## src/mfc_pkg.sv

```systemverilog
// ----------------------------------------------------------------------------
// mfc_pkg
// Shared widths, codes and types of the clipped-window median filter.
// ----------------------------------------------------------------------------
`default_nettype none

package mfc_pkg;

    localparam int PIX_W        = 8;
    localparam int ROW_W        = 12;
    localparam int POS_W        = 13;
    localparam int DIM_W        = 13;
    localparam int OFF_W        = 3;
    localparam int RING_W       = 5;
    localparam int OUT_COL_W    = 10;
    localparam int WIDTH_REG_W  = 11;
    localparam int HEIGHT_REG_W = 13;
    localparam int WS_W         = 3;
    localparam int CFG_DATA_W   = 13;
    localparam int CFG_IDX_W    = 2;
    localparam int HEIGHT_LIMIT = 4096;

    localparam logic KIND_PIXEL = 1'b0;

    typedef enum logic [CFG_IDX_W-1:0] {
        REG_WIDTH  = 2'd0,
        REG_HEIGHT = 2'd1,
        REG_WINDOW = 2'd2
    } reg_idx_t;

    typedef enum logic [2:0] {
        ST_IDLE,
        ST_GATHER,
        ST_DRAIN,
        ST_SHIFT,
        ST_PUT
    } back_state_t;

    // effective frame geometry after clamping
    typedef struct packed {
        logic [DIM_W-1:0] w;
        logic [DIM_W-1:0] h;
        logic [OFF_W-1:0] off;
    } geom_t;

    // one output pixel to compute
    typedef struct packed {
        logic [ROW_W-1:0]  row;
        logic [POS_W-1:0]  col;
        logic [RING_W-1:0] ring;
        logic              last;
        logic              err;
    } job_t;

    // row store write request
    typedef struct packed {
        logic              en;
        logic [RING_W-1:0] ring;
        logic [POS_W-1:0]  col;
        logic [PIX_W-1:0]  data;
    } wr_t;

endpackage

`default_nettype wire

```

## src/mfc_queue.sv

```systemverilog
// ----------------------------------------------------------------------------
// mfc_queue
// Two-entry job queue between the front and the back.
// ----------------------------------------------------------------------------
`default_nettype none

module mfc_queue (
    input  wire logic         clk,
    input  wire logic         rst_n,
    input  wire logic         push,
    input  mfc_pkg::job_t     push_job,
    input  wire logic         pop,
    output mfc_pkg::job_t     head,
    output logic              not_empty,
    output logic              full
);
    import mfc_pkg::*;

    job_t       slot_reg [2];
    logic [1:0] count_reg;
    logic [1:0] count_next;
    logic       rd_reg;
    logic       rd_next;
    logic       wr_reg;
    logic       wr_next;

    assign head      = slot_reg[rd_reg];
    assign not_empty = (count_reg != 2'd0);
    assign full      = (count_reg == 2'd2);

    always_comb
    begin
        count_next = count_reg;
        rd_next    = rd_reg;
        wr_next    = wr_reg;
        if (push)
        begin
            wr_next = ~wr_reg;
        end
        if (pop)
        begin
            rd_next = ~rd_reg;
        end
        if (push && !pop)
        begin
            count_next = count_reg + 2'd1;
        end
        else if (pop && !push)
        begin
            count_next = count_reg - 2'd1;
        end
    end

    always_ff @(posedge clk or negedge rst_n)
    begin
        if (!rst_n)
        begin
            count_reg <= 2'd0;
            rd_reg    <= 1'b0;
            wr_reg    <= 1'b0;
        end
        else
        begin
            count_reg <= count_next;
            rd_reg    <= rd_next;
            wr_reg    <= wr_next;
        end
    end

    always_ff @(posedge clk)
    begin
        if (push)
        begin
            slot_reg[wr_reg] <= push_job;
        end
    end

endmodule

`default_nettype wire

```

## config.mk

```make
export PLATFORM = sky130hd
export DESIGN_NAME = mfc_queue
export DESIGN_NICKNAME = d
export VERILOG_FILES = /design/src/mfc_pkg.sv /design/src/mfc_queue.sv
export SDC_FILE = /design/constraint.sdc
export NUM_CORES = 1
export LEC_CHECK = 0
export ABC_AREA = 1
export BUFFER_PORTS_ARGS = -buffer_cell sky130_fd_sc_hd__clkbuf_2
export CORE_MARGIN = 8
export CORE_UTILIZATION = 37
export CTS_CLUSTER_SIZE = 30
export DETAILED_ROUTE_END_ITERATION = 10
export GPL_TIMING_DRIVEN = 0
export HOLD_SLACK_MARGIN = 0.02
export PLACE_DENSITY_LB_ADDON = 0.1
export SLEW_MARGIN = 20
export SYNTH_ARGS = -nofsm -noshare
export SYNTH_HDL_FRONTEND = slang
export SYNTH_SLANG_ARGS = --single-unit
```

## constraint.sdc

```tcl
create_clock -name clk -period 5 [get_ports clk]
set_clock_uncertainty 0.15 [all_clocks]
set_input_delay 0.25 -clock clk [delete_from_list [all_inputs] [get_ports clk]]
set_output_delay 0.25 -clock clk [all_outputs]
set_load 0.02 [all_outputs]
```

# Word-level counts from Yosys, hierarchy flattened
# Memories as Yosys holds them, arrays and structs flattened.
# Index checks and enable logic that the tools add are counted.
# word_totals
register_bits	4
ramBits	64
inputBits	36
output_inout_bits	34
wordCells	19
n_memories	1
# classes
n_addsub	2
n_eq_ne	1
muxes	4
n_bitwise	2
n_reduce_logical	6
# memory_table
name	depth	width	read_ports	rd_clocked_by_memory_dff	write_ports	line_no	text
slot_reg	2	32	1	0	1	mfc_queue.sv:19	job_t slot_reg [2];
# op_table
cell	n
$mux W2	2
$reduce_bool A2 Y1	2
$add A2 B1 Y2 const B	1
$eq A2 B2 Y1 const B	1
$logic_and A1 B1 Y1	2
$logic_not A1 Y1	2
$mux W1	2
$not A1 Y1	2
$sub A2 B1 Y2 const B	1

# Logic depth before layout (Yosys ltp)
# Gate-level depths: netlist of the first run.
# logic_depth
ltp_word	4
depth_mapped	7
mapped_depth_nobuf	7

# Worst setup path before layout of the first run
# No wires, ideal clock.
# synth_timing
kind	register to register
startpoint	register wr_reg
endpoint	memory slot_reg[0][0] (netlist bit), enable pin
setup_time_ns	0.422
arrival_ns	1.765
t_required_ns	4.428
slack_ns	2.663
stages_incl_launch_ff	2
path_buffers	0
period_less_slack_ns	2.337
path_cell_list	dfrtp_1 nor2_1
# synth_lines
element	line_no	text
start: declaration	mfc_queue.sv:24	logic wr_reg;
start signal: assignment	mfc_queue.sv:66	wr_reg <= wr_next;
end: declaration	mfc_queue.sv:19	
# No word-level cell before the write port.

==> impl_metrics.json, run 1 <==
{
  "setup_viol": 0,
  "post-synth-top-area-cell": "edfxtp_1",
  "p_int_w": 0.001291,
  "cts_resized": 0,
  "worstPathArrival_ns": 1.46,
  "routed_via_density": 4.250,
  "postSynthNetCount": 162,
  "clockBufferDepth": 2,
  "cp_max_fo": 10,
  "synthXorXnorAreaFrac": 0.009845,
  "drv_slew": 0,
  "leakagePower_nw": 1.530,
  "cts_tree": "built",
  "maxSlewHeadroom": 0.5221,
  "cp_cell_sequence": "buf_6, buf_12, mux2_4, clkbuf_2",
  "period_share": 0.3712,
  "finalWirelength_mm": 4.986,
  "cts_root_buf": "clkbuf_8",
  "dr.pass1.iters": 4,
  "grt_first_pass_wirelength_mm": 8.017,
  "area_delta_synth_final_pct": 37.55,
  "rsz0062_at_grt": "no",
  "place_ws_ns": 3.356,
  "largest_reg_flops": 64,
  "port_buffers": 69,
  "wl_per_cell_um": 14.49,
  "cts_max_level": 3,
  "clk_latency_ns": 0.32,
  "cp_slowest_cell": "dfrtp_1",
  "yosysMostFrequentCell": "edfxtp_1",
  "cp_num_buf_inv": 3,
  "fp.dieH_um": 100.9,
  "synth-simple-area-share": 0.01547,
  "pwr-share-comb": 0.399,
  "seqPwrFrac": 0.418,
  "avgSynthCellArea_sq_um": 21.35,
  "n_antenna_cell": 0,
  "grt_max_degree": 33,
  "hold_viol_final": 0,
  "vias": 1462,
  "drt-initial-drc-count": 33,
  "synthArstFlopShare": 0.05882,
  "antenna_found_initial": 0,
  "setup_ws_ns": 3.144,
  "critical_path_required_ns": 4.60,
  "synthCells": 125,
  "grtUsageTotal": 0.1051,
  "ys.flop_type": "edfxtp_1",
  "cts_hold_buf": 35,
  "drc": 0,
  "cpLargestDelayFamily": "buffers and inverters",
  "synth-edff-count": 64,
  "initial_utilization": 0.3739,
  "switching_power_w": 0.0006128,
  "post_cts_buffers": 0,
  "clkSinkCount": 68,
  "tightest_slew_ns": 0.7158,
  "dpl.cell_count": 294,
  "drive_gt1_frac": 0.4816,
  "ir_worst_vdd_v": 0.0003048,
  "gp_congestion": 0.6578,
  "hp-class": "in -> async",
  "synth-seq-cells": 68,
  "design_area_sq_um": 3671,
  "criticalPathCategory": "reg -> out",
  "clkPwrFrac": 0.183,
  "outcome": "complete, no violations",
  "end_kind": "output pin",
  "seq_area_frac_synth": 0.7576,
  "fin_hold_ws_ns": 0.1285,
  "setup_tns_ns": 0,
  "synth_mux_area_frac": 0.1758,
  "core_area_sq_um": 7137,
  "ys_types": 14,
  "p_per_area_nw_per_um2": 518.5,
  "drv_cap": 0,
  "fmax_ghz": 0.5388,
  "synth_compound_area_frac": 0,
  "drtAntennaViolNets": 0,
  "nNetsFinal": 278,
  "p_sw_frac": 0.3219,
  "hpwl_mm": 3.435,
  "die_area_sq_um": 10190,
  "fillers": 616,
  "synthAdderAreaFrac": 0.004688,
  "overflow": 0,
  "die_w_um": 100.9,
  "path_clk_slew_ns": 0.06,
  "cts_buffers": 9,
  "placed_cell_area_sq_um": 3173,
  "synth_top_area_frac": 0.7201,
  "yosysWarnings": 0,
  "synth_area_sq_um": 2669,
  "io_pins": 70,
  "final_cells": 344,
  "critPathMaxStageDelay_ns": 0.38,
  "yosys-top-cells-count": "edfxtp_1 (64), mux2_4 (29), inv_1 (7), nand2_1 (6), dfrtp_1 (4)",
  "synth_top_family_by_area": "multiplexers",
  "rows": 31,
  "synth_area_leaders": "edfxtp_1 (72%), mux2_4 (16%), dfrtp_1 (3.8%)",
  "start_kind": "flip-flop",
  "fin_crit_ns": 1.856,
  "grt_pass1_vias": 1722
}
[area by class of cell]
class                      count  area (sq um)  area share
sequential                    68          2022      0.5508
clock buffer                  10         127.6     0.03476
inverter                       7         26.28    0.007157
buffer                         4         71.32     0.01943
timing repair buffer         105         723.2      0.1970
tap                           99         123.9     0.03374
multi-input combinational     46         556.8      0.1517
clock inverter                 5         20.02    0.005453
[layer usage]
metal	vias to the layer above	track usage	share of wire
li1	705	-	-
met1	707	0.1005	0.39
met2	43	0.1890	0.54
met3	7	0.04006	0.060
met4	0	0.05842	0.015
met5	-	0	0
[stage by stage]
step	utilization	power [W]
6_report	0.5144	0.001903
3_5_place_dp	0.4446	0.001568
3_3_place_gp	0.4397	0.001534
2_1_floorplan	-	0.001348
4_1_cts	0.5144	0.001943
5_1_grt	0.5144	0.002008
[logic make-up (layout without fill, tap and decap cells)]
group / count (synthesis) / count (layout)
adder cells (fa/ha/maj): 1 / 1
flip-flops: 68 / 68
buffers and inverters: 11 / 131
XOR/XNOR: 3 / 3
multiplexers: 32 / 32
AND/OR/NAND/NOR: 10 / 10
[power groups by stage]
stage               Clock, W  Sequential, W  Combinational, W
floorplan                  0       0.000799          0.000549
finish              0.000348       0.000796          0.000759
global route        0.000386       0.000806          0.000816
CTS                 0.000362       0.000799          0.000782
detailed placement         0       0.000810          0.000758
global placement           0       0.000805          0.000728
[final timing paths]
path	from	to	slack (ns)	cells after the start
max	rd_reg$_DFFE_PN0P_	head[21]	3.14	4
min	rst_n	wr_reg$_DFFE_PN0P_	0.13	2
max reg2reg	wr_reg$_DFFE_PN0P_	slot_reg[1][1]$_DFFE_PP_	3.40	2
min reg2reg	count_reg[1]$_DFFE_PN0P_	count_reg[1]$_DFFE_PN0P_	0.37	2
max in group asynchronous	rst_n	count_reg[0]$_DFFE_PN0P_	4.44	2
min in group clk	count_reg[1]$_DFFE_PN0P_	count_reg[1]$_DFFE_PN0P_	0.37	2
[placed cells by master, fill, tap and decap left out, drive strengths merged, types with 4 or more instances in the layout]
| master | synthesis | layout |
|---|---|---|
| nand2 | 6 | 6 |
| dlygate4sd3 | 0 | 35 |
| buf | 4 | 5 |
| inv | 7 | 7 |
| dfrtp | 4 | 4 |
| clkbuf | 0 | 79 |
| edfxtp | 64 | 64 |
| mux2 | 32 | 32 |
| clkinv | 0 | 5 |
No activity file was read; power rests on OpenSTA's default activity.
==> run 2, diff against run 1 <==
--- a/config.mk
+++ b/config.mk
@@ -5,7 +5,7 @@
 export SDC_FILE = /design/constraint.sdc
 export NUM_CORES = 1
 export LEC_CHECK = 0
-export ABC_AREA = 1
+export ABC_AREA = 0
 export BUFFER_PORTS_ARGS = -buffer_cell sky130_fd_sc_hd__clkbuf_2
 export CORE_MARGIN = 8
 export CORE_UTILIZATION = 37
==> constraint.sdc (replaced) <==
create_clock -name clk -period 1.7 [get_ports clk]
set_clock_uncertainty 0.15 [all_clocks]
set_input_delay 0.085 -clock clk [delete_from_list [all_inputs] [get_ports clk]]
set_output_delay 0.085 -clock clk [all_outputs]
set_load 0.02 [all_outputs]
==> impl_metrics.json, run 2 <==
{
  "drv_slew": 0,
  "start_kind": "flip-flop",
  "synth_top_family_by_area": "multiplexers",
  "cts_max_level": 3,
  "antenna_found_initial": 0,
  "nNetsFinal": 275,
  "tightest_slew_ns": 0.5368,
  "path_clk_slew_ns": 0.07,
  "synth_area_leaders": "edfxtp_1 (72%), mux2_4 (16%), dfrtp_1 (3.8%)",
  "hold_viol_final": 0,
  "ys.flop_type": "edfxtp_1",
  "worstPathArrival_ns": 1.48,
  "synthArstFlopShare": 0.05882,
  "io_pins": 70,
  "design_area_sq_um": 4038,
  "grtUsageMet3": 0.04282,
  "fin_crit_ns": 1.715,
  "clk_latency_ns": 0.33,
  "postSynthNetCount": 153,
  "cp_cell_sequence": "buf_12, clkbuf_16, mux2_4, buf_8",
  "fmax_ghz": 0.5830,
  "top_usage_layer": "met2",
  "violations": "setup timing",
  "layout_commonest_cell": "edfxtp_1",
  "seqPwrFrac": 0.358,
  "post-synth-top-area-cell": "edfxtp_1",
  "critical_path_required_ns": 1.46,
  "drive_gt1_frac": 0.5226,
  "synthXorXnorAreaFrac": 0.01652,
  "yosys-top-cells-count": "edfxtp_1 (64), mux2_4 (29), dfrtp_1 (4), xor2_1 (4)",
  "wl_per_cell_um": 15.14,
  "die_w_um": 100.7,
  "yosysMostFrequentCell": "edfxtp_1",
  "finalWirelength_mm": 5.177,
  "drc": 0,
  "rows": 31,
  "leakagePower_nw": 1.656,
  "clkPwrFrac": 0.185,
  "synthCells": 116,
  "synth_compound_area_frac": 0,
  "core_area_sq_um": 7098,
  "multiInputGateArea_sq_um": 589.3,
  "placed_cell_area_sq_um": 3129,
  "cts_buffers": 9,
  "routed_via_density": 4.284,
  "clockBufferDepth": 2,
  "outcome": "finished with violations",
  "synth-simple-area-share": 0.01085,
  "regArea_sq_um": 2022,
  "p_per_area_nw_per_um2": 1637,
  "p_sw_frac": 0.2994,
  "initial_utilization": 0.3735,
  "drt-initial-drc-count": 15,
  "largest_reg_flops": 64,
  "vias": 1465,
  "critPathMaxStageDelay_ns": 0.40,
  "mostFrequentLayoutCells": "edfxtp_1 (64), clkbuf_2 (37), dlygate4sd3_1 (36)",
  "final_cells": 342,
  "cp_max_fo": 7,
  "synthAdderAreaFrac": 0.004719,
  "ir_worst_vdd_v": 0.001215,
  "pwr-share-comb": 0.458,
  "setup_ws_ns": -0.01528,
  "end_kind": "output pin",
  "avgSynthCellArea_sq_um": 22.86,
  "drv_cap": 0,
  "yosysWarnings": 0,
  "period_share": 1.009,
  "p_int_w": 0.004631,
  "overflow": 0,
  "use_met1": 0.1037,
  "grt_max_degree": 33,
  "fp.dieH_um": 100.7,
  "grt_pass1_vias": 1567,
  "cp_slowest_cell": "dfrtp_1",
  "grtUsageTotal": 0.1000,
  "die_area_sq_um": 10130,
  "cts_tree": "built",
  "dr.pass1.iters": 4,
  "cpLargestDelayFamily": "buffers and inverters",
  "synth_area_sq_um": 2651,
  "cp_num_buf_inv": 3,
  "maxSlewHeadroom": 0.6414,
  "port_buffers": 69,
  "place_ws_ns": -0.07131,
  "grt_first_pass_wirelength_mm": 7.493,
  "synth_mux_area_frac": 0.1770,
  "drtAntennaViolNets": 0,
  "fillers": 554,
  "setup_viol": 10,
  "ys_types": 14,
  "clkSinkCount": 68,
  "area_delta_synth_final_pct": 52.29,
  "criticalPathCategory": "reg -> out",
  "rsz0062_at_grt": "yes",
  "dpl.cell_count": 284,
  "hp-class": "in -> reg",
  "use_met2": 0.1635,
  "synth-seq-cells": 68,
  "switching_power_w": 0.001979,
  "seq_area_frac_synth": 0.7626,
  "cts_root_buf": "clkbuf_8",
  "n_antenna_cell": 0,
  "gp_congestion": 0.7140,
  "hpwl_mm": 3.094,
  "synth-edff-count": 64,
  "synth_top_area_frac": 0.7249
}
[run 2: cell types whose count changed after synthesis, sizes merged]
cell / change
and2: +1
inv: -6
nand2: -6
nand3: -1
nand4: -1
nor2: -1
nor2b: +2
or2: +1
xor2: +2
[run 2: repair_timing]
item | 4_1_cts | 5_1_grt
buffers inserted | 1 | 1
gates cloned | 1 | 3
hold endpoints to repair | 71 | 0
resized for setup | 19 | 87
endpoints found under the setup margin | 78 | 96
hold buffers | 36 | 0
[run 2: metal layers]
layer / wire length, um / share of wire
met4: 108 / 0.021
met1: 2040 / 0.39
met2: 2703 / 0.52
met5: 0 / 0
met3: 325 / 0.063
[run 2: kinds of logic after synthesis]
family | Yosys count
muxes | 32
DFF | 68
adders and majority gates | 1
buffers and inverters | 5
and+or+nand+nor | 5
xor gates and xnor gates | 5
[run 2: path summary, 6_finish.rpt]
check,startpoint,to,slack (ns),cells past startpoint
worst min-delay path,push,slot_reg[0][30]$_DFFE_PP_,0.14,2
worst min register to register,count_reg[1]$_DFFE_PN0P_,count_reg[1]$_DFFE_PN0P_,0.35,1
max in group asynchronous,rst_n,rd_reg$_DFFE_PN0P_,0.73,3
worst max register to register,wr_reg$_DFFE_PN0P_,slot_reg[1][26]$_DFFE_PP_,0.17,1
worst max-delay path,rd_reg$_DFFE_PN0P_,head[0],-0.02,4
min in group asynchronous,rst_n,count_reg[0]$_DFFE_PN0P_,0.51,3
[run 2: layout make-up]
| class | instances | area share |
|---|---|---|
| buffer | 4 | 0.01983 |
| tap | 99 | 0.03068 |
| sequential | 68 | 0.5008 |
| clock inverter | 6 | 0.01363 |
| timing repair buffer | 110 | 0.2566 |
| clock buffer | 10 | 0.03161 |
| inverter | 1 | 0.0009297 |
| multi-input combinational | 44 | 0.1460 |
[run 2: per-stage QoR]
step	power, W	setup TNS [ns]	hold WS [ns]	utilization
after CTS	0.006096	-3.567	0.1893	0.5334
final	0.006610	-0.09148	0.1440	0.5688
after global placement	0.004504	-0.8825	-0.2575	0.4409
after global routing	0.006934	-1.441	0.1578	0.5688
after detailed placement	0.004551	-2.775	-0.2496	0.4409
after floorplan	0.003967	0	-0.3606	-
[run 2: power by group through the flow]
stage	clock network [W]	registers (W)	logic, W
2_1_floorplan	0	0.00235	0.00162
3_3_place_gp	0	0.00237	0.00214
3_5_place_dp	0	0.00239	0.00216
4_1_cts	0.00126	0.00235	0.00248
5_1_grt	0.00133	0.00239	0.00321
6_report	0.00122	0.00236	0.00303
