### src/mfc_pkg.sv
// ----------------------------------------------------------------------------
// mfc_pkg
// Shared widths, codes and types of the clipped-window median filter.
// ----------------------------------------------------------------------------
`default_nettype none

package mfc_pkg;

    localparam int PIX_W        = 8;
    localparam int ROW_W        = 12;
    localparam int POS_W        = 13;
    localparam int DIM_W        = 13;
    localparam int OFF_W        = 3;
    localparam int RING_W       = 5;
    localparam int OUT_COL_W    = 10;
    localparam int WIDTH_REG_W  = 11;
    localparam int HEIGHT_REG_W = 13;
    localparam int WS_W         = 3;
    localparam int CFG_DATA_W   = 13;
    localparam int CFG_IDX_W    = 2;
    localparam int HEIGHT_LIMIT = 4096;

    localparam logic KIND_PIXEL = 1'b0;

    typedef enum logic [CFG_IDX_W-1:0] {
        REG_WIDTH  = 2'd0,
        REG_HEIGHT = 2'd1,
        REG_WINDOW = 2'd2
    } reg_idx_t;

    typedef enum logic [2:0] {
        ST_IDLE,
        ST_GATHER,
        ST_DRAIN,
        ST_SHIFT,
        ST_PUT
    } back_state_t;

    // effective frame geometry after clamping
    typedef struct packed {
        logic [DIM_W-1:0] w;
        logic [DIM_W-1:0] h;
        logic [OFF_W-1:0] off;
    } geom_t;

    // one output pixel to compute
    typedef struct packed {
        logic [ROW_W-1:0]  row;
        logic [POS_W-1:0]  col;
        logic [RING_W-1:0] ring;
        logic              last;
        logic              err;
    } job_t;

    // row store write request
    typedef struct packed {
        logic              en;
        logic [RING_W-1:0] ring;
        logic [POS_W-1:0]  col;
        logic [PIX_W-1:0]  data;
    } wr_t;

endpackage

`default_nettype wire

### src/mfc_front.sv
// ----------------------------------------------------------------------------
// mfc_front
// Configuration registers, input counters, row store writes and the
// decision which output pixel has its window complete.
// ----------------------------------------------------------------------------
`default_nettype none

module mfc_front #(
    parameter int MAX_WIDTH  = 1024,
    parameter int MAX_WINDOW = 7,
    parameter int STORE_ROWS = 14
) (
    input  wire logic                            clk,
    input  wire logic                            rst_n,
    input  wire logic                            cfg_we,
    input  wire logic [mfc_pkg::CFG_IDX_W-1:0]   cfg_index,
    input  wire logic [mfc_pkg::CFG_DATA_W-1:0]  cfg_data,
    input  wire logic                            in_valid,
    output logic                                 in_ready,
    input  wire logic                            kind,
    input  wire logic [mfc_pkg::PIX_W-1:0]       pixel,
    input  wire logic                            back_empty,
    input  wire logic                            q_full,
    output logic                                 push,
    output mfc_pkg::job_t                        job,
    output mfc_pkg::wr_t                         wr,
    output mfc_pkg::geom_t                       geom
);
    import mfc_pkg::*;

    localparam int LIM_A = (MAX_WINDOW - 1) / 2;
    localparam int LIM_B = (STORE_ROWS - 2) / 2;
    localparam int LIM   = (LIM_A < LIM_B) ? LIM_A : LIM_B;

    logic [WIDTH_REG_W-1:0]  width_reg;
    logic [HEIGHT_REG_W-1:0] height_reg;
    logic [WS_W-1:0]         ws_reg;

    logic [ROW_W-1:0]  in_row_reg, in_row_next;
    logic [POS_W-1:0]  in_col_reg, in_col_next;
    logic [RING_W-1:0] in_ring_reg, in_ring_next;
    logic              done_reg, done_next;
    logic [ROW_W-1:0]  emit_row_reg, emit_row_next;
    logic [POS_W-1:0]  emit_col_reg, emit_col_next;
    logic [RING_W-1:0] emit_ring_reg, emit_ring_next;

    logic              accept;
    logic              take_pix;
    logic              at_start;
    logic              win_ready;
    logic              last;
    logic [DIM_W-1:0]  need_row;
    logic [POS_W-1:0]  need_col;
    logic [DIM_W-1:0]  row_hi;
    logic [POS_W-1:0]  col_hi;
    logic [OFF_W-1:0]  off_raw;
    logic [RING_W-1:0] r0_ring;

    // clamp the register values
    always_comb
    begin
        if (width_reg == '0)
        begin
            geom.w = DIM_W'(1);
        end
        else if (DIM_W'(width_reg) > DIM_W'(MAX_WIDTH))
        begin
            geom.w = DIM_W'(MAX_WIDTH);
        end
        else
        begin
            geom.w = DIM_W'(width_reg);
        end
        if (height_reg == '0)
        begin
            geom.h = DIM_W'(1);
        end
        else if (DIM_W'(height_reg) > DIM_W'(HEIGHT_LIMIT))
        begin
            geom.h = DIM_W'(HEIGHT_LIMIT);
        end
        else
        begin
            geom.h = DIM_W'(height_reg);
        end
        off_raw  = OFF_W'(ws_reg >> 1);
        geom.off = (off_raw > OFF_W'(LIM)) ? OFF_W'(LIM) : off_raw;
    end

    // hold the first pixel of a frame until the back has finished the last one
    assign at_start = (in_row_reg == '0) && (in_col_reg == '0) && !done_reg
                   && (emit_row_reg == '0) && (emit_col_reg == '0);
    assign in_ready = !q_full && !(at_start && !back_empty);
    assign accept   = in_valid && in_ready;
    assign take_pix = (kind == KIND_PIXEL) && !done_reg;

    assign wr.en   = accept && take_pix;
    assign wr.ring = in_ring_reg;
    assign wr.col  = in_col_reg;
    assign wr.data = pixel;

    // input position after this request
    always_comb
    begin
        in_row_next  = in_row_reg;
        in_col_next  = in_col_reg;
        in_ring_next = in_ring_reg;
        done_next    = done_reg;
        if (take_pix)
        begin
            if (in_col_reg + POS_W'(1) >= POS_W'(geom.w))
            begin
                in_col_next = '0;
                if (DIM_W'(in_row_reg) + DIM_W'(1) >= geom.h)
                begin
                    in_row_next  = '0;
                    in_ring_next = '0;
                    done_next    = 1'b1;
                end
                else
                begin
                    in_row_next  = in_row_reg + ROW_W'(1);
                    in_ring_next = (in_ring_reg == RING_W'(STORE_ROWS - 1)) ? '0
                                 : in_ring_reg + RING_W'(1);
                end
            end
            else
            begin
                in_col_next = in_col_reg + POS_W'(1);
            end
        end
    end

    always_comb
    begin
        row_hi    = DIM_W'(emit_row_reg) + DIM_W'(geom.off);
        col_hi    = emit_col_reg + POS_W'(geom.off);
        need_row  = (row_hi < geom.h) ? row_hi : geom.h - DIM_W'(1);
        need_col  = (col_hi < POS_W'(geom.w)) ? col_hi : POS_W'(geom.w) - POS_W'(1);
        win_ready = done_next || (DIM_W'(in_row_next) > need_row)
                 || ((DIM_W'(in_row_next) == need_row) && (in_col_next > need_col));
        last      = (DIM_W'(emit_row_reg) == geom.h - DIM_W'(1))
                 && (emit_col_reg == POS_W'(geom.w) - POS_W'(1));
        if (DIM_W'(emit_row_reg) < DIM_W'(geom.off))
        begin
            r0_ring = '0;
        end
        else if (emit_ring_reg >= RING_W'(geom.off))
        begin
            r0_ring = emit_ring_reg - RING_W'(geom.off);
        end
        else
        begin
            r0_ring = emit_ring_reg + RING_W'(STORE_ROWS) - RING_W'(geom.off);
        end
    end

    assign push     = accept && win_ready;
    assign job.row  = emit_row_reg;
    assign job.col  = emit_col_reg;
    assign job.ring = r0_ring;
    assign job.last = last;
    assign job.err  = !ws_reg[0];

    // advance the emit position
    always_comb
    begin
        emit_row_next  = emit_row_reg;
        emit_col_next  = emit_col_reg;
        emit_ring_next = emit_ring_reg;
        if (emit_col_reg + POS_W'(1) >= POS_W'(geom.w))
        begin
            emit_col_next  = '0;
            emit_row_next  = emit_row_reg + ROW_W'(1);
            emit_ring_next = (emit_ring_reg == RING_W'(STORE_ROWS - 1)) ? '0
                           : emit_ring_reg + RING_W'(1);
        end
        else
        begin
            emit_col_next = emit_col_reg + POS_W'(1);
        end
    end

    always_ff @(posedge clk or negedge rst_n)
    begin
        if (!rst_n)
        begin
            width_reg     <= WIDTH_REG_W'(1);
            height_reg    <= HEIGHT_REG_W'(1);
            ws_reg        <= WS_W'(3);
            in_row_reg    <= '0;
            in_col_reg    <= '0;
            in_ring_reg   <= '0;
            done_reg      <= 1'b0;
            emit_row_reg  <= '0;
            emit_col_reg  <= '0;
            emit_ring_reg <= '0;
        end
        else if (cfg_we && (cfg_index == REG_WIDTH || cfg_index == REG_HEIGHT
                            || cfg_index == REG_WINDOW))
        begin
            unique case (cfg_index)
                REG_WIDTH:  width_reg  <= cfg_data[WIDTH_REG_W-1:0];
                REG_HEIGHT: height_reg <= cfg_data[HEIGHT_REG_W-1:0];
                default:    ws_reg     <= cfg_data[WS_W-1:0];
            endcase
            in_row_reg    <= '0;
            in_col_reg    <= '0;
            in_ring_reg   <= '0;
            done_reg      <= 1'b0;
            emit_row_reg  <= '0;
            emit_col_reg  <= '0;
            emit_ring_reg <= '0;
        end
        else if (accept)
        begin
            if (push && last)
            begin
                // frame complete: restart
                in_row_reg    <= '0;
                in_col_reg    <= '0;
                in_ring_reg   <= '0;
                done_reg      <= 1'b0;
                emit_row_reg  <= '0;
                emit_col_reg  <= '0;
                emit_ring_reg <= '0;
            end
            else
            begin
                in_row_reg  <= in_row_next;
                in_col_reg  <= in_col_next;
                in_ring_reg <= in_ring_next;
                done_reg    <= done_next;
                if (push)
                begin
                    emit_row_reg  <= emit_row_next;
                    emit_col_reg  <= emit_col_next;
                    emit_ring_reg <= emit_ring_next;
                end
            end
        end
    end

endmodule

`default_nettype wire

### config.mk
export PLATFORM = sky130hd
export DESIGN_NAME = mfc_front
export DESIGN_NICKNAME = d
export VERILOG_FILES = /design/src/mfc_pkg.sv /design/src/mfc_front.sv
export SDC_FILE = /design/constraint.sdc
export NUM_CORES = 1
export LEC_CHECK = 0
export ABC_AREA = 1
export BUFFER_PORTS_ARGS = -buffer_cell sky130_fd_sc_hd__buf_2
export CAP_MARGIN = 5
export CORE_MARGIN = 2
export CORE_UTILIZATION = 45
export DETAILED_ROUTE_END_ITERATION = 16
export PLACE_DENSITY = 0.76
export SKIP_CTS_REPAIR_TIMING = 1
export SYNTH_ARGS = -nofsm -noshare
export SYNTH_HDL_FRONTEND = slang
export SYNTH_SLANG_ARGS = --single-unit
### constraint.sdc
create_clock -name clk -period 12.25 [get_ports clk]
set_input_delay 2.45 -clock clk [delete_from_list [all_inputs] [get_ports clk]]
set_output_delay 2.45 -clock clk [all_outputs]
set_load 0.01 [all_outputs]
After elaboration in Yosys (flattened, before gate mapping)
Index checks and enable logic that the tools add are counted.
Cells by class
  magnitude comparators: 12
  multiply operators: 0
  equal/unequal tests: 7
  shift-type cells: 0
  $add $sub $neg: 14
  reductions and logical operators: 42
  muxes and demuxes: 49
  div/mod/pow operators: 0
  bitwise logic cells: 2
Operators with widths (number)
  13-bit 2-to-1 mux: 15
  12-bit 2-to-1 mux: 11
  5-bit 2-to-1 mux: 15
  13-bit >= comparator: 3
  13-bit logical NOT: 3
  13-bit by 1-bit adder with 13-bit output, second input constant: 2
  12-bit by 13-bit equality test with 1-bit output: 2
  13-bit less-than comparator: 2
  13-bit by 1-bit subtractor with 13-bit output, second input constant: 2
  12-bit by 1-bit adder with 12-bit output, second input constant: 2
  12-bit logical NOT: 2
  1-bit logical AND: 14
  12-bit by 1-bit adder with 13-bit output, second input constant: 1
  12-bit by 2-bit adder with 13-bit output: 1
  13-bit by 2-bit adder with 13-bit output: 1
  13-bit equality test: 1
  12-bit by 13-bit > comparator with 1-bit output: 1
  13-bit > comparator: 1
  13-bit > comparator, second input constant: 1
  12-bit by 2-bit less-than comparator with 1-bit output: 1
  3-bit nonzero test: 4
  11-bit > comparator, second input constant: 1
  11-bit logical NOT: 1
  11-bit 2-to-1 mux: 1
  18 further kinds: 38
Storage, ports and cells
  bits in read-only memories: 0
  register bits after elaboration: 88
  memory bits (writable): 0
  bits in latches: 0
  memories kept: 0

Longest topological paths before layout
  word-level depth: 15
  gate-level depth with buffers: 38
  gate-level depth less buffers: 37

Worst setup path before layout
Ideal clock, no wire load.
  path kind: input-to-output
  start point: input port kind
  end point: output port push
  data arrival time: 4.516 ns
  path slack: 5.284 ns
  data required time: 9.800 ns
  cell stages on the path: 12
  cell sequence: nor3_2 clkbuf_1 o22ai_1 ha_1 nand2_1 nor3b_1 nand3_1 a41oi_1 nand2_1 nand2_1 nand3_1 a21oi_4
Between the ends
  longest elaborated chain between the ends: 7
  elaborated cells on any way between the ends: 12
  those cells by class: 2 x order compare; 1 x eq/ne; 3 x mux; 1 x bitwise; 5 x reduce/logical
Ends and longest elaborated chain
  start: declaration: line mfc_front.sv:20  | input wire logic kind,
  1-bit NOT (*): line mfc_front.sv:95  | assign take_pix = (kind == KIND_PIXEL) && !done_reg;
  1-bit logical AND (*): line mfc_front.sv:95
  12-bit 2-to-1 mux or 13-bit 2-to-1 mux (tied branches): line mfc_front.sv:109  | if (take_pix)
  12-bit by 13-bit > comparator with 1-bit output, or another cell as far along: line mfc_front.sv:140  | win_ready = done_next || (DIM_W'(in_row_next) > need_row)
  1-bit logical OR or 1-bit logical AND (tied branches): line mfc_front.sv:140, mfc_front.sv:141
  1-bit logical OR (*): line mfc_front.sv:141  | || ((DIM_W'(in_row_next) == need_row) && (in_col_next > need_col));
  1-bit logical AND (*): line mfc_front.sv:158  | assign push = accept && win_ready;
  end: declaration: line mfc_front.sv:24  | output logic push,
Mark *: on every way between the ends. The rest lies on a longest branch, timed or not.

Final worst setup path
  start point: register in_col_reg[0]
  end point: output port push
Between the ends
  longest elaborated chain between the ends: 10
  elaborated cells on any way between the ends: 24
  those cells by class: 1 x add/sub; 3 x order compare; 1 x eq/ne; 6 x mux; 13 x reduce/logical
Ends and longest elaborated chain
  start: declaration: line mfc_front.sv:40  | logic [POS_W-1:0] in_col_reg, in_col_next;
  start signal: assignment: line mfc_front.sv:231  | in_col_reg <= in_col_next;
  parallel branches: the longest is 9 deep, another holds 13-bit by 1-bit adder with 13-bit output
  1-bit logical AND (*): line mfc_front.sv:158
Mark *: on every way between the ends.

==> metrics.yaml <==
finish:
  final_cell_mix: "348 x nand2_1, 166 x inv_1, 133 x nor2_1, 121 x o21ai_0"
  drive_gt1_share_pct: 10.37
  nets: 1612
  synthToLayoutAreaGrowth_pct: 9.870
  layout.cells.non_filler: 1745
  final_util_pct: 50.61
  final_common_cell: "nand2_1"
  finish.instance_area_um2: 10310
  diodes: 0
sta:
  fmax_ghz: 0.1227
  whs_ns: 0.4902
  rsz0062_at_grt: "no"
  fin_ws_ns: 4.100
  finClkSkew_ns: 0.01051
  hold_violations: 0
  setup_viol: 0
  min_period_ns: 8.150
  drv_slew: 0
  period_share_pct: 66.53
  worstMarginPinSlew_ns: 1.073
  setup_tns_ns: 0
  relSlewSlack_pct: 28.17
power:
  power.total_mw: 2.014
  combinationalPowerShare_pct: 61.0
  switching_power_mw: 1.049
  switching_share_pct: 52.08
  power.leakage_nw: 5.432
  pwr-share-clk_pct: 16.2
  intPower_mw: 0.9649
  max-vdd-ir-drop_mv: 0.1551
  seqPwrFrac_pct: 22.8
  power_per_cell_area_nw_per_um2: 195.4
routing:
  drtAntennaViolNets: 0
  vias_per_cell: 5.587
  first_pass_iters: 6
  drc: 0
  post_drt_wl_per_cell_um: 17.27
  routed_wl_mm: 30.13
  vias: 9749
  drt_iter0_markers: 977
clock_tree:
  cts_max_path_buffers: 2
  ctsHtreeMaxLevel: 3
  clk_latency_ns: 0.37
  cts.sinks: 88
  cts_buffers: 9
  clk_pin_slew_ns: 0.07
  clock-root-buffer: "clkbuf_16"
  cts_tree: "built"
hold_path:
  min_path_type: "reg -> reg"
  worstHoldPathCells: 2
logic_synthesis:
  netlist_instances: 1407
  yosysWarnings: 0
  synth_area_per_cell_um2: 6.667
  yosysTopAreaCell: "dfrtp_1"
  synth_edf_count: 0
  synth-main-ff-cell: "dfrtp_1"
  netlist_top_cells_area: "dfrtp_1 22%, ha_1 14%, nand2_1 14%, inv_1 6.6%, o21ai_0 6.5%"
  synth_area_um2: 9380
  yosysTopAreaCellShare_pct: 22.41
  synth_async_sr_flop_share_pct: 100.0
  ys_ff_latch: 88
  synth.distinct_cells: 46
  ys_seq_area_share_pct: 23.53
floorplan:
  die_h_um: 148.4
  rows: 52
  ioPinCount: 120
  die-area_um2: 22020
  die_w_um: 148.4
  coreArea_um2: 20360
  initial_utilization_pct: 46.06
worst_setup_path:
  cpLargestDelayFamily: "simple AND/OR/NAND/NOR gates"
  cp_data_arrival_time_ns: 5.70
  critPathKind: "reg -> out"
  max_stage_delay_ns: 0.48
  reg2reg_depth: 34
  crit_cells: 30
  cp-start-kind: "flop"
  cp_slowest_cell: "dfrtp_1"
  critPathMaxFanout: 19
  cp_common_cell: "nand2_1"
  critPathBufInv: 6
  endpoint_kind: "primary output"
  crit_required_ns: 9.80
grt:
  grt_usage_pct: 27.44
  grt_pass1_vias: 8784
  grt-ovfl-total: 0
  grt_max_degree: 56
  grt_antenna_before_repair: 0
  grt_pass1_wl_mm: 47.35
place:
  pre_cts_slack_ns: 4.374
  postPlaceCellArea_um2: 9975
  place_inst: 1729
  port_buffers: 100
  dp_hpwl_mm: 23.81
  place.gp.congestion: 1.025
run:
  drv_cap: 0
run_status:
  outcome: "finished clean"
[logic make-up (layout without fill, tap and decap cells)]
group | Yosys count | in the layout | synth area share, %
DFF | 88 | 88 | 23.53
buffers and inverters | 228 | 294 | 10.03
xor gates and xnor gates | 60 | 60 | 5.602
and+or+nand+nor | 690 | 690 | 31.89
other | 2 | 4 | 0.08006
adders and majority gates | 112 | 112 | 15.26
AOI/OAI and AO/OA | 227 | 227 | 13.61
[worst min-delay path, cell delays in order (launching register included)]
cell and delay [ns]:
dfrtp_1 0.34, nand2_1 0.06, o21ai_0 0.06
[metal layers]
layer / GRT usage (%) / part of all wire [%]
met1: 39.29 / 46
met2: 42.87 / 44
met3: 5.307 / 8.2
met4: 6.429 / 1.8
met5: 0 / 0
[worst paths after layout]
kind | slack (ns) | from | to
max | 4.10 | in_col_reg[0]$_DFFE_PN0P_ | push
min | 0.49 | height_reg[9]$_DFFE_PN0P_ | height_reg[9]$_DFFE_PN0P_
max reg2reg | 4.79 | in_col_reg[0]$_DFFE_PN0P_ | emit_row_reg[8]$_DFFE_PN0P_
min reg2reg | 0.49 | height_reg[9]$_DFFE_PN0P_ | height_reg[9]$_DFFE_PN0P_
max in group asynchronous | 9.12 | rst_n | in_row_reg[10]$_DFFE_PN0P_
min in group asynchronous | 2.03 | rst_n | emit_col_reg[1]$_DFFE_PN0P_
[power by group through the flow]
stage	clock network, mW	registers (mW)	logic, mW
finish	0.326	0.459	1.23
floorplan	0	0.432	0.860
detailed placement	0	0.462	1.21
global placement	0	0.460	1.18
CTS	0.327	0.456	1.21
global route	0.340	0.470	1.38
[cell usage after synthesis, drive strengths merged (3+ instances only)]
library cell	number
a211oi	13
a21oi	46
a31oi	3
buf	26
clkbuf	28
dfrtp	84
dfstp	4
fa	4
ha	108
inv	173
nand2	354
nand3	110
nand4	46
nor2	138
nor3	25
nor4	11
o21a	4
o21ai	131
o22ai	17
o41ai	4
xnor2	3
xor2	57
[final cells by class]
class | count | area, µm²
clock inverter | 7 | 106.4
clock buffer | 9 | 225.2
inverter | 174 | 653.1
sequential | 88 | 2207
fill | 2043 | 10060
multi-input combinational | 1093 | 6243
timing repair buffer | 104 | 533.0
tap | 270 | 337.8
Power figures use the tool's default switching activity.
